[src/hw/rtl/htb_pkg.sv]
`default_nettype none

package htb_pkg;

	// comment tracking modes
	typedef enum logic [2:0] {
		MODE_NORMAL = 3'd0,
		MODE_SLASH  = 3'd1,
		MODE_LINE   = 3'd2,
		MODE_BLOCK  = 3'd3,
		MODE_STAR   = 3'd4
	} mode_t;

	// result status codes
	localparam logic [1:0] ST_BYTE    = 2'd0;
	localparam logic [1:0] ST_STOP    = 2'd1;
	localparam logic [1:0] ST_MISSING = 2'd2;

	// ascii codes the parser looks for
	localparam logic [7:0] CH_SLASH      = 8'h2F;
	localparam logic [7:0] CH_STAR       = 8'h2A;
	localparam logic [7:0] CH_UNDERSCORE = 8'h5F;
	localparam logic [7:0] CH_LF         = 8'h0A;
	localparam logic [7:0] CH_CR         = 8'h0D;
	localparam logic [7:0] CH_TAB        = 8'h09;
	localparam logic [7:0] CH_SPACE      = 8'h20;
	localparam logic [7:0] CH_DIGIT0     = 8'h30;
	localparam logic [7:0] CH_DIGIT9     = 8'h39;
	localparam logic [7:0] CH_LOWER_A    = 8'h61;
	localparam logic [7:0] CH_LOWER_F    = 8'h66;
	localparam logic [7:0] CH_UPPER_A    = 8'h41;
	localparam logic [7:0] CH_UPPER_F    = 8'h46;

	// input beat payload
	typedef struct packed {
		logic [7:0] text_char;
		logic       end_of_text;
	} in_beat_t;

	// output beat payload
	typedef struct packed {
		logic [7:0] data_byte;
		logic [1:0] status;
	} out_beat_t;

endpackage

`default_nettype wire

[src/hw/rtl/htb_stream_if.sv]
`default_nettype none

// character channel
interface htb_in_if;
	logic       valid;
	logic       ready;
	logic [7:0] text_char;
	logic       end_of_text;

	modport source (output valid, output text_char, output end_of_text, input ready);
	modport sink (input valid, input text_char, input end_of_text, output ready);
endinterface

// decoded byte channel
interface htb_out_if;
	logic       valid;
	logic       ready;
	logic [7:0] data_byte;
	logic [1:0] status;

	modport source (output valid, output data_byte, output status, input ready);
	modport sink (input valid, input data_byte, input status, output ready);
endinterface

`default_nettype wire

[src/hw/rtl/hex_text_to_byte_decoder_top.sv]
// A character beat is held in the input register and its result beat in the
// result register; the parser updates in the single decode stage between them.
// Throughput: one character per cycle while the byte output is not stalled.
// Reset (arst_n low, asynchronous): parser idle, no comment, not halted,
// allow_underscore cleared, both pipeline registers empty.
`default_nettype none

module hex_text_to_byte_decoder_top (
	input  wire logic  clk,
	input  wire logic  arst_n,
	input  wire logic  cfg_we,
	input  wire logic  cfg_wdata,
	htb_in_if.sink     text_in,
	htb_out_if.source  byte_out
);

	logic                valid_s1;
	htb_pkg::in_beat_t   beat_s1;
	logic                allow_underscore_q;
	logic                have_high_q;
	logic [3:0]          high_nibble_q;
	htb_pkg::mode_t      mode_q;
	logic                halted_q;
	logic                out_valid_q;
	htb_pkg::out_beat_t  out_beat_q;

	logic                out_free;
	logic                advance;
	logic                is_space;
	logic                is_digit;
	logic                is_lower;
	logic                is_upper;
	logic                is_nibble;
	logic [3:0]          nibble;
	logic                have_high_d;
	logic [3:0]          high_nibble_d;
	htb_pkg::mode_t      mode_d;
	logic                halted_d;
	logic                res_valid;
	htb_pkg::out_beat_t  res_beat;
	logic                fail;

	// handshake: decode stage moves when the result register can take a beat
	assign out_free      = !out_valid_q || byte_out.ready;
	assign advance       = valid_s1 && out_free;
	assign text_in.ready = !valid_s1 || advance;

	assign byte_out.valid     = out_valid_q;
	assign byte_out.data_byte = out_beat_q.data_byte;
	assign byte_out.status    = out_beat_q.status;

	// configuration register
	always_ff @(posedge clk or negedge arst_n) begin
		if (!arst_n) begin
			allow_underscore_q <= 1'b0;
		end else if (cfg_we) begin
			allow_underscore_q <= cfg_wdata;
		end
	end

	// input register
	always_ff @(posedge clk or negedge arst_n) begin
		if (!arst_n) begin
			valid_s1 <= 1'b0;
		end else if (text_in.ready) begin
			valid_s1 <= text_in.valid;
		end
	end

	always_ff @(posedge clk) begin
		if (text_in.ready && text_in.valid) begin
			beat_s1.text_char   <= text_in.text_char;
			beat_s1.end_of_text <= text_in.end_of_text;
		end
	end

	// character classes
	always_comb begin
		is_space = (beat_s1.text_char == htb_pkg::CH_SPACE)
			|| (beat_s1.text_char >= htb_pkg::CH_TAB && beat_s1.text_char <= htb_pkg::CH_CR);
		is_digit = beat_s1.text_char >= htb_pkg::CH_DIGIT0
			&& beat_s1.text_char <= htb_pkg::CH_DIGIT9;
		is_lower = beat_s1.text_char >= htb_pkg::CH_LOWER_A
			&& beat_s1.text_char <= htb_pkg::CH_LOWER_F;
		is_upper = beat_s1.text_char >= htb_pkg::CH_UPPER_A
			&& beat_s1.text_char <= htb_pkg::CH_UPPER_F;
		is_nibble = is_digit || is_lower || is_upper
			|| (allow_underscore_q && beat_s1.text_char == htb_pkg::CH_UNDERSCORE);
		// letters of either case: low bits 1..6 map to 10..15
		if (is_digit) begin
			nibble = beat_s1.text_char[3:0];
		end else if (is_lower || is_upper) begin
			nibble = beat_s1.text_char[3:0] + 4'd9;
		end else begin
			nibble = 4'd0;
		end
	end

	// parser next state and result
	always_comb begin
		have_high_d   = have_high_q;
		high_nibble_d = high_nibble_q;
		mode_d        = mode_q;
		halted_d      = halted_q;
		res_valid     = 1'b0;
		res_beat      = '{data_byte: 8'd0, status: htb_pkg::ST_BYTE};
		fail          = 1'b0;

		if (beat_s1.end_of_text) begin
			// end marker: report an open pair or a pending slash, then restart
			if (!halted_q && (have_high_q || mode_q == htb_pkg::MODE_SLASH)) begin
				res_valid       = 1'b1;
				res_beat.status = have_high_q ? htb_pkg::ST_MISSING : htb_pkg::ST_STOP;
			end
			have_high_d   = 1'b0;
			high_nibble_d = 4'd0;
			mode_d        = htb_pkg::MODE_NORMAL;
			halted_d      = 1'b0;
		end else if (!halted_q) begin
			case (mode_q)
				htb_pkg::MODE_SLASH: begin
					if (beat_s1.text_char == htb_pkg::CH_SLASH) begin
						mode_d = htb_pkg::MODE_LINE;
					end else if (beat_s1.text_char == htb_pkg::CH_STAR) begin
						mode_d = htb_pkg::MODE_BLOCK;
					end else begin
						fail = 1'b1;
					end
				end
				htb_pkg::MODE_LINE: begin
					if (beat_s1.text_char == htb_pkg::CH_LF
						|| beat_s1.text_char == htb_pkg::CH_CR) begin
						mode_d = htb_pkg::MODE_NORMAL;
					end
				end
				htb_pkg::MODE_BLOCK: begin
					if (beat_s1.text_char == htb_pkg::CH_STAR) begin
						mode_d = htb_pkg::MODE_STAR;
					end
				end
				htb_pkg::MODE_STAR: begin
					if (beat_s1.text_char == htb_pkg::CH_SLASH) begin
						mode_d = htb_pkg::MODE_NORMAL;
					end else if (beat_s1.text_char != htb_pkg::CH_STAR) begin
						mode_d = htb_pkg::MODE_BLOCK;
					end
				end
				default: begin
					// normal text
					mode_d = htb_pkg::MODE_NORMAL;
					if (is_space) begin
						mode_d = htb_pkg::MODE_NORMAL;
					end else if (beat_s1.text_char == htb_pkg::CH_SLASH) begin
						mode_d = htb_pkg::MODE_SLASH;
					end else if (!is_nibble) begin
						fail = 1'b1;
					end else if (!have_high_q) begin
						have_high_d   = 1'b1;
						high_nibble_d = nibble;
					end else begin
						res_valid          = 1'b1;
						res_beat.data_byte = {high_nibble_q, nibble};
						have_high_d        = 1'b0;
						high_nibble_d      = 4'd0;
					end
				end
			endcase

			// non-hex char or slash not opening a comment: stop or missing nibble, then halt
			if (fail) begin
				res_valid       = 1'b1;
				res_beat.status = have_high_q ? htb_pkg::ST_MISSING : htb_pkg::ST_STOP;
				have_high_d     = 1'b0;
				high_nibble_d   = 4'd0;
				mode_d          = htb_pkg::MODE_NORMAL;
				halted_d        = 1'b1;
			end
		end
	end

	// parser state
	always_ff @(posedge clk or negedge arst_n) begin
		if (!arst_n) begin
			have_high_q   <= 1'b0;
			high_nibble_q <= 4'd0;
			mode_q        <= htb_pkg::MODE_NORMAL;
			halted_q      <= 1'b0;
		end else if (advance) begin
			have_high_q   <= have_high_d;
			high_nibble_q <= high_nibble_d;
			mode_q        <= mode_d;
			halted_q      <= halted_d;
		end
	end

	// result register
	always_ff @(posedge clk or negedge arst_n) begin
		if (!arst_n) begin
			out_valid_q <= 1'b0;
		end else if (out_free) begin
			out_valid_q <= advance && res_valid;
		end
	end

	always_ff @(posedge clk) begin
		if (advance && res_valid) begin
			out_beat_q <= res_beat;
		end
	end

endmodule

`default_nettype wire

[src/flat_wrapper.sv]
// flat-port wrapper written by rule: the top's interface ports become plain ports
module hex_text_to_byte_decoder_top_flat 
  (clk, arst_n, cfg_we, cfg_wdata, text_in_valid, text_in_text_char, text_in_end_of_text, text_in_ready, byte_out_valid, byte_out_data_byte, byte_out_status, byte_out_ready);
  htb_in_if text_in_i ();
  htb_out_if byte_out_i ();
  input  wire logic clk;
  input  wire logic arst_n;
  input  wire logic cfg_we;
  input  wire logic cfg_wdata;
  input wire logic [$bits(text_in_i.valid)-1:0] text_in_valid;
  input wire logic [$bits(text_in_i.text_char)-1:0] text_in_text_char;
  input wire logic [$bits(text_in_i.end_of_text)-1:0] text_in_end_of_text;
  output wire logic [$bits(text_in_i.ready)-1:0] text_in_ready;
  output wire logic [$bits(byte_out_i.valid)-1:0] byte_out_valid;
  output wire logic [$bits(byte_out_i.data_byte)-1:0] byte_out_data_byte;
  output wire logic [$bits(byte_out_i.status)-1:0] byte_out_status;
  input wire logic [$bits(byte_out_i.ready)-1:0] byte_out_ready;
  assign text_in_i.valid = text_in_valid;
  assign text_in_i.text_char = text_in_text_char;
  assign text_in_i.end_of_text = text_in_end_of_text;
  assign text_in_ready = text_in_i.ready;
  assign byte_out_valid = byte_out_i.valid;
  assign byte_out_data_byte = byte_out_i.data_byte;
  assign byte_out_status = byte_out_i.status;
  assign byte_out_i.ready = byte_out_ready;
  hex_text_to_byte_decoder_top u_core (.clk(clk), .arst_n(arst_n), .cfg_we(cfg_we), .cfg_wdata(cfg_wdata), .text_in(text_in_i), .byte_out(byte_out_i));
endmodule
[config.mk]
export PLATFORM = sky130hd
export DESIGN_NAME = hex_text_to_byte_decoder_top_flat
export DESIGN_NICKNAME = d
export VERILOG_FILES = /design/src/hw/rtl/htb_pkg.sv /design/src/hw/rtl/htb_stream_if.sv /design/src/hw/rtl/hex_text_to_byte_decoder_top.sv /design/src/flat_wrapper.sv
export SDC_FILE = /design/constraint.sdc
export NUM_CORES = 1
export LEC_CHECK = 0
export BUFFER_PORTS_ARGS = -buffer_cell sky130_fd_sc_hd__buf_4
export CELL_PAD_IN_SITES_DETAIL_PLACEMENT = 2
export CELL_PAD_IN_SITES_GLOBAL_PLACEMENT = 2
export CORE_UTILIZATION = 33
export CTS_CLUSTER_DIAMETER = 80
export DETAILED_ROUTE_END_ITERATION = 16
export PLACE_DENSITY = 0.77
export RECOVER_POWER = 50
export SYNTH_ARGS = -nofsm -noshare
export SYNTH_HDL_FRONTEND = slang
export SYNTH_SLANG_ARGS = --single-unit
[constraint.sdc]
create_clock -name clk -period 5.9 [get_ports clk]
set_input_delay 0.295 -clock clk [delete_from_list [all_inputs] [get_ports clk]]
set_output_delay 0.295 -clock clk [all_outputs]
set_load 0.005 [all_outputs]
==> metrics.txt, run 1 <==
num rows 25; maximum vdd drop 0.000168 V; antenna violations before repair 0; gr usage total 0.179; Synth Instances 145; Mapped Avg Cell Area 11.8 um2; GPL Wtd Cong 0.878; Area growth, synth to finish 22.6%; yosys warns 0; CTS buffer count 5; Max Cap Violations 0; outcome completed; WS Path Type flip-flop to flip-flop; grt peak-use layer met2; Top FF cell, synth edfxtp_1; fin crit period 3310 ps; worst hold slack 199 ps; Reg2Reg Depth 8; routing usage on met2 0.310; first-pass GRT wire length 7110 um; crit-path max FO 10; Post-Route Setup TNS 0 ps; met3 Usage GRT 0.0494; Worst setup SP type flip-flop; clock sinks 31; synthesized area 1700 um2; sequential-to-total area share from yosys stat 0.511; Synth area leader edfxtp_1; GRT met1 Usage 0.209; flop-to-flop setup slack 2590 ps; overall power 0.616 mW; count of final setup violators 0; largest net degree at the start of global routing 13; ANT cells 0; cts repair resizes 0; Top Ports 27; hold path depth 1; vias per cell 5.22; share of layout cells above drive strength 1 0.258; CTS tree built; Hold Path End u_core.beat_s1[8]; worst min-delay path category primary input to flip-flop; Leak Pwr 0.795 nW; initial detailed-routing violation count 61; post-DR wirelength/cell 17.3 um; initial core utilization 0.351; syn nets 164; Fin. Hold Viols 0; core footprint 4850 um2; Cell variety after synth 49; Residual DRC 0; DR pass1 iterations 4; Critical Path End Type flip-flop; global route overflow 0; Post-CTS Repair Setup Buffers 0; async set-reset flop share out of synthesis 0.387; Post-synth EDFFs 19; top post-synthesis cells by count edfxtp_1 (19), dfrtp_1 (12), nand2_1 (11), nor2_1 (9), inv_1 (8); Crit Reg-Reg Endpoint u_core.byte_out.status[0]; clock buffer depth 2; Nets 196; PD cells 295 nW/um2; fmax 0.303 GHz; die outline height 73.9 um; die area 5460 um2; cts hold-fix bufs 1; final antenna-violating net count 0; clock latency on the worst-skew pair 290 ps; area share of the leading cell type in the synthesized netlist 0.335; Area contributors post-synth edfxtp_1 (33%), dfrtp_1 (18%), a2111oi_4 (3.2%); Slew headroom 0.495; vias in the first global route 1421; CTS H-tree lvls 2; Fillers 503; chip width 73.9 um; Total Wirelength 4240 um; quantity of I/O buffers inserted on ports 26; R2R Path Start u_core.beat_s1[1]; total number of vias 1278; Worst Path Arrival 3230 ps; final setup skew 4.08 ps; min-delay src text_in_text_char[7]; worst slew pin tran 757 ps; worst path required time 5820 ps; clk slew on worst S/H paths 70 ps; Synth Register Bits 31; final worst-path cycle share 0.560; CTS root buf clkbuf_8; most frequent cell after synthesis edfxtp_1; Pins Over Slew Limit 0; RSZ-0062 raised after global routing false; DP Wirelength 3200 um
## routing by layer
metal | up-vias | wire [um]
met5 | - | 0
met4 | 0 | 55
met3 | 6 | 137
met2 | 25 | 2190
met1 | 639 | 1860
li1 | 608 | -
## power by group
part	switching (mW)	internal [mW]	leakage, nW
logic	0.0661	0.0494	0.393
clock network	0.0820	0.137	0.0612
registers	0.0249	0.257	0.341
## cells in the final DEF (no fill, tap or decap), types with 3 or more instances in the layout
cell type / n
nand2_1: 11
clkbuf_1: 3
o21ai_0: 5
ha_1: 4
o31ai_2: 4
nand2b_1: 7
edfxtp_1: 19
clkbuf_8: 6
and3_1: 3
nor2_1: 9
inv_1: 8
dfrtp_1: 12
and2_1: 6
buf_4: 5
xnor2_1: 3
clkbuf_4: 18
a21oi_1: 6
## through the flow
stage               instance area (um2)  setup slack (ps)  cells  utilization
detailed placement                 1970              2630    236        0.407
global route                       2090              2350    245        0.431
floorplan                          1700              3030    145            -
CTS                                2100              2560    245        0.433
global placement                   1970              2800    236        0.407
finish                             2090              2590    245        0.431
## worst max-delay path: stages, from the launching register on
cell,delay [ps]
edfxtp_1,510
inv_1,140
ha_1,250
o21bai_1,150
a2111oi_4,540
o21ba_4,250
a2111oi_4,430
a21oi_1,100
nor2_1,570
## sequential cells by signal (all words and copies together), names as in the netlist
register                   count
u_core.halted_q                1
u_core.byte_out.status         2
u_core.allow_underscore_q      1
u_core.byte_out.valid          1
u_core.byte_out.data_byte      8
u_core.valid_s1                1
u_core.beat_s1                 9
u_core.have_high_q             1
u_core.mode_q                  3
u_core.high_nibble_q           4
## worst max path at each step
stage / to / startpoint / slack (ps) / depth (start not counted)
6_report: u_core.byte_out.status[0] / u_core.beat_s1[1] / 2590 / 8
2_1_floorplan: u_core.byte_out.data_byte[0] / u_core.beat_s1[1] / 3030 / 8
3_3_place_gp: u_core.byte_out.data_byte[0] / u_core.beat_s1[1] / 2800 / 8
3_5_place_dp: u_core.byte_out.data_byte[1] / u_core.beat_s1[1] / 2630 / 8
5_1_grt: u_core.byte_out.status[0] / u_core.beat_s1[1] / 2350 / 8
4_1_cts: u_core.byte_out.status[0] / u_core.beat_s1[1] / 2560 / 8
## cell families (layout without fill, tap and decap cells)
family,Yosys count,count (layout),synth area share
AND/OR/NAND/NOR,54,54,0.186
AO/OA/AOI/OAI,39,39,0.209
flip-flops,31,31,0.511
buffers and inverters,10,43,0.0235
adder cells (fa/ha/maj),4,4,0.0294
multiplexers,4,4,0.0257
XOR/XNOR,3,3,0.0154
## cell type report
cell class	instances	area (um2)	area share
repair buffers	27	194	0.0928
inverters	8	30.0	0.0144
clock inverters	2	35.0	0.0168
multi-input cells	104	793	0.380
clock buffers	6	82.6	0.0395
well taps	67	83.8	0.0401
flip-flops and latches	31	871	0.417
No activity file was read; power rests on OpenSTA's default activity.
==> run 2: changes to the inputs <==
- clock period: 5.9 -> 3.3 ns (I/O delays scaled with it)
==> run 2 against run 1 <==
Against the previous run:
- maximum frequency rose by 13%
- total power rose by 66%
- sequential share of layout area rose by 0.30 points
- via count fell by 1.7%
- cell area fell by 0.72%
- register-to-register slack got worse by 2200 ps
- critical endpoint unchanged
- critical path depth rose by 1
- die area did not move
- largest cell class unchanged
- count of clock-buffer cells in the layout rose by 1
- first-iteration DRC count rose by 9.8%
==> metrics.txt, run 2 (same netlist as run 1, synthesis figures left out) <==
outcome completed (unchanged); RSZ-0062 raised after global routing false (unchanged); first-pass GRT wire length 6790 um (was 7110 um); total number of vias 1256 (was 1278); core footprint 4850 um2 (unchanged); clock sinks 31 (unchanged); Top Ports 27 (unchanged); Area growth, synth to finish 21.7% (was 22.6%); num rows 25 (unchanged); Leak Pwr 0.791 nW (was 0.795 nW); DP Wirelength 3110 um (was 3200 um); vias per cell 5.11 (was 5.22); worst path required time 3290 ps (was 5820 ps); clock latency on the worst-skew pair 290 ps (about the same); crit path from u_core.beat_s1[1] (unchanged); chip width 73.9 um (unchanged); CTS buffer count 5 (unchanged); Pins Over Slew Limit 0 (unchanged); Final Util 0.428 (was 0.431); final setup skew 7.22 ps (was 4.08 ps); Crit path largest cell delay 520 ps (was 570 ps); R2R Path Start u_core.beat_s1[1] (unchanged); cts repair resizes 0 (unchanged); CTS H-tree lvls 2 (unchanged); Crit Reg-Reg Endpoint u_core.byte_out.status[0] (unchanged); post-route cell area 2070 um2 (was 2090 um2); ANT cells 0 (unchanged); fmax 0.342 GHz (was 0.303 GHz); die outline height 73.9 um (unchanged); die area 5460 um2 (unchanged); max FFs per register 9 (unchanged); overall power 1.02 mW (was 0.616 mW); gr usage total 0.170 (was 0.179); Critical Path End Type flip-flop (unchanged); antenna violations before repair 0 (unchanged); worst slew pin tran 751 ps (was 757 ps); flop-to-flop setup slack 370 ps (was 2590 ps); maximum vdd drop 0.000188 V (was 0.000168 V); initial detailed-routing violation count 67 (was 61); Slew headroom 0.499 (was 0.495); cells along the critical path inv_1 -> ha_1 -> o21bai_1 -> a2111oi_4 -> o21ba_4 -> a2111oi_4 -> a21oi_1 -> nor2_1 -> buf_4 (was inv_1 -> ha_1 -> o21bai_1 -> a2111oi_4 -> o21ba_4 -> a2111oi_4 -> a21oi_1 -> nor2_1); vias in the first global route 1384 (was 1421); worst min-delay path category primary input to flip-flop (unchanged); Fillers 519 (was 503); crit-path max FO 10 (unchanged); CTS tree built (unchanged); placed inst area 1980 um2 (was 1970 um2); Residual DRC 0 (unchanged); clk slew on worst S/H paths 70 ps (about the same); initial core utilization 0.351 (unchanged); largest net degree at the start of global routing 13 (unchanged); count of final setup violators 0 (unchanged); final antenna-violating net count 0 (unchanged); quantity of I/O buffers inserted on ports 26 (unchanged); Post-Route Setup TNS 0 ps (unchanged); Reg2Reg Depth 9 (was 8); Fin. Hold Viols 0 (unchanged); CP dominant cell by count a2111oi_4 (unchanged); Worst Setup EP u_core.byte_out.status[0] (unchanged); share of layout cells above drive strength 1 0.263 (was 0.258); PD cells 494 nW/um2 (was 295 nW/um2); critical path's slowest cell a2111oi_4 (was nor2_1); Worst setup SP type flip-flop (unchanged); Nets 197 (was 196); most flop-heavy register u_core.beat_s1 (unchanged); CTS root buf clkbuf_8 (unchanged); GPL Wtd Cong 0.804 (was 0.878); clock buffer depth 2 (unchanged); post-DR wirelength/cell 16.6 um (was 17.3 um); Total Wirelength 4080 um (was 4240 um); Worst Path Arrival 2920 ps (was 3230 ps); final worst-path cycle share 0.887 (was 0.560); commonest non-fill, non-tap cells in the layout clkbuf_4 (20), edfxtp_1 (19), dfrtp_1 (12) (was edfxtp_1 (19), clkbuf_4 (18), dfrtp_1 (12)); global route overflow 0 (unchanged); WS Path Type flip-flop to flip-flop (unchanged); fin crit period 2930 ps (was 3310 ps); most common cell after layout, fill and taps aside clkbuf_4 (was edfxtp_1); DR pass1 iterations 4 (unchanged); Max Cap Violations 0 (unchanged)
==> run 2: changes by cell type in the layout (fill, tap and decap cells not counted), sizes merged <==
cell | previous run | this run
bufinv | 1 | 0
clkbuf | 27 | 29
==> run 2: how the worst min path moves through the flow <==
| stage | depth (start not counted) | slack [ps] | end | startpoint |
|---|---|---|---|---|
| floorplan | 0 | -130 | u_core.allow_underscore_q | arst_n |
| global placement | 1 | 20 | u_core.byte_out.valid | arst_n |
| detailed placement | 1 | 30 | u_core.byte_out.valid | arst_n |
| CTS | 1 | 50 | u_core.beat_s1[1] | text_in_text_char[0] |
| global route | 1 | 60 | u_core.beat_s1[1] | text_in_text_char[0] |
| finish | 1 | 70 | u_core.beat_s1[1] | text_in_text_char[0] |
==> run 2: cell type report <==
cell class,instances,area (um2),area share
clock buffer,7,86.3,0.0416
clock inverter,1,5.00,0.00241
inverter,8,30.0,0.0145
multi-input combinational,104,793,0.382
sequential,31,871,0.420
tap,67,83.8,0.0404
timing repair buffer,28,205,0.0989
==> run 2: what timing repair did <==
item                      CTS  global route
hold buffers                1             0
buffers inserted            0             0
hold endpoints to repair   12             0
==> run 2: power breakdown <==
part / switching, mW / internal (mW)
Combinational: 0.120 / 0.0918
Sequential: 0.0422 / 0.460
Clock: 0.143 / 0.168
==> run 2: critical path: cells and delay by family, from the launching register on <==
| kind | cells | cell delay [ps] |
|---|---|---|
| AOI/OAI and AO/OA | 5 | 1440 |
| adders and majority gates | 1 | 240 |
| buffers and inverters | 2 | 330 |
| DFF | 1 | 490 |
| and+or+nand+nor | 1 | 120 |
==> run 2: per-stage QoR <==
step / setup WS [ps] / hold WS, ps / instances
CTS: 366 / 47.1 / 246
global placement: 556 / 20.9 / 237
finish: 374 / 75.0 / 246
floorplan: 434 / -131 / 145
global route: 194 / 63.1 / 246
detailed placement: 370 / 26.9 / 237
==> run 2: per-layer routing <==
layer / vias to the layer above / track usage / part of all wire
met4: 0 / 0.0833 / 0.019
met2: 24 / 0.298 / 0.52
met1: 615 / 0.201 / 0.44
met5: - / 0 / 0
li1: 610 / - / -
met3: 7 / 0.0288 / 0.028
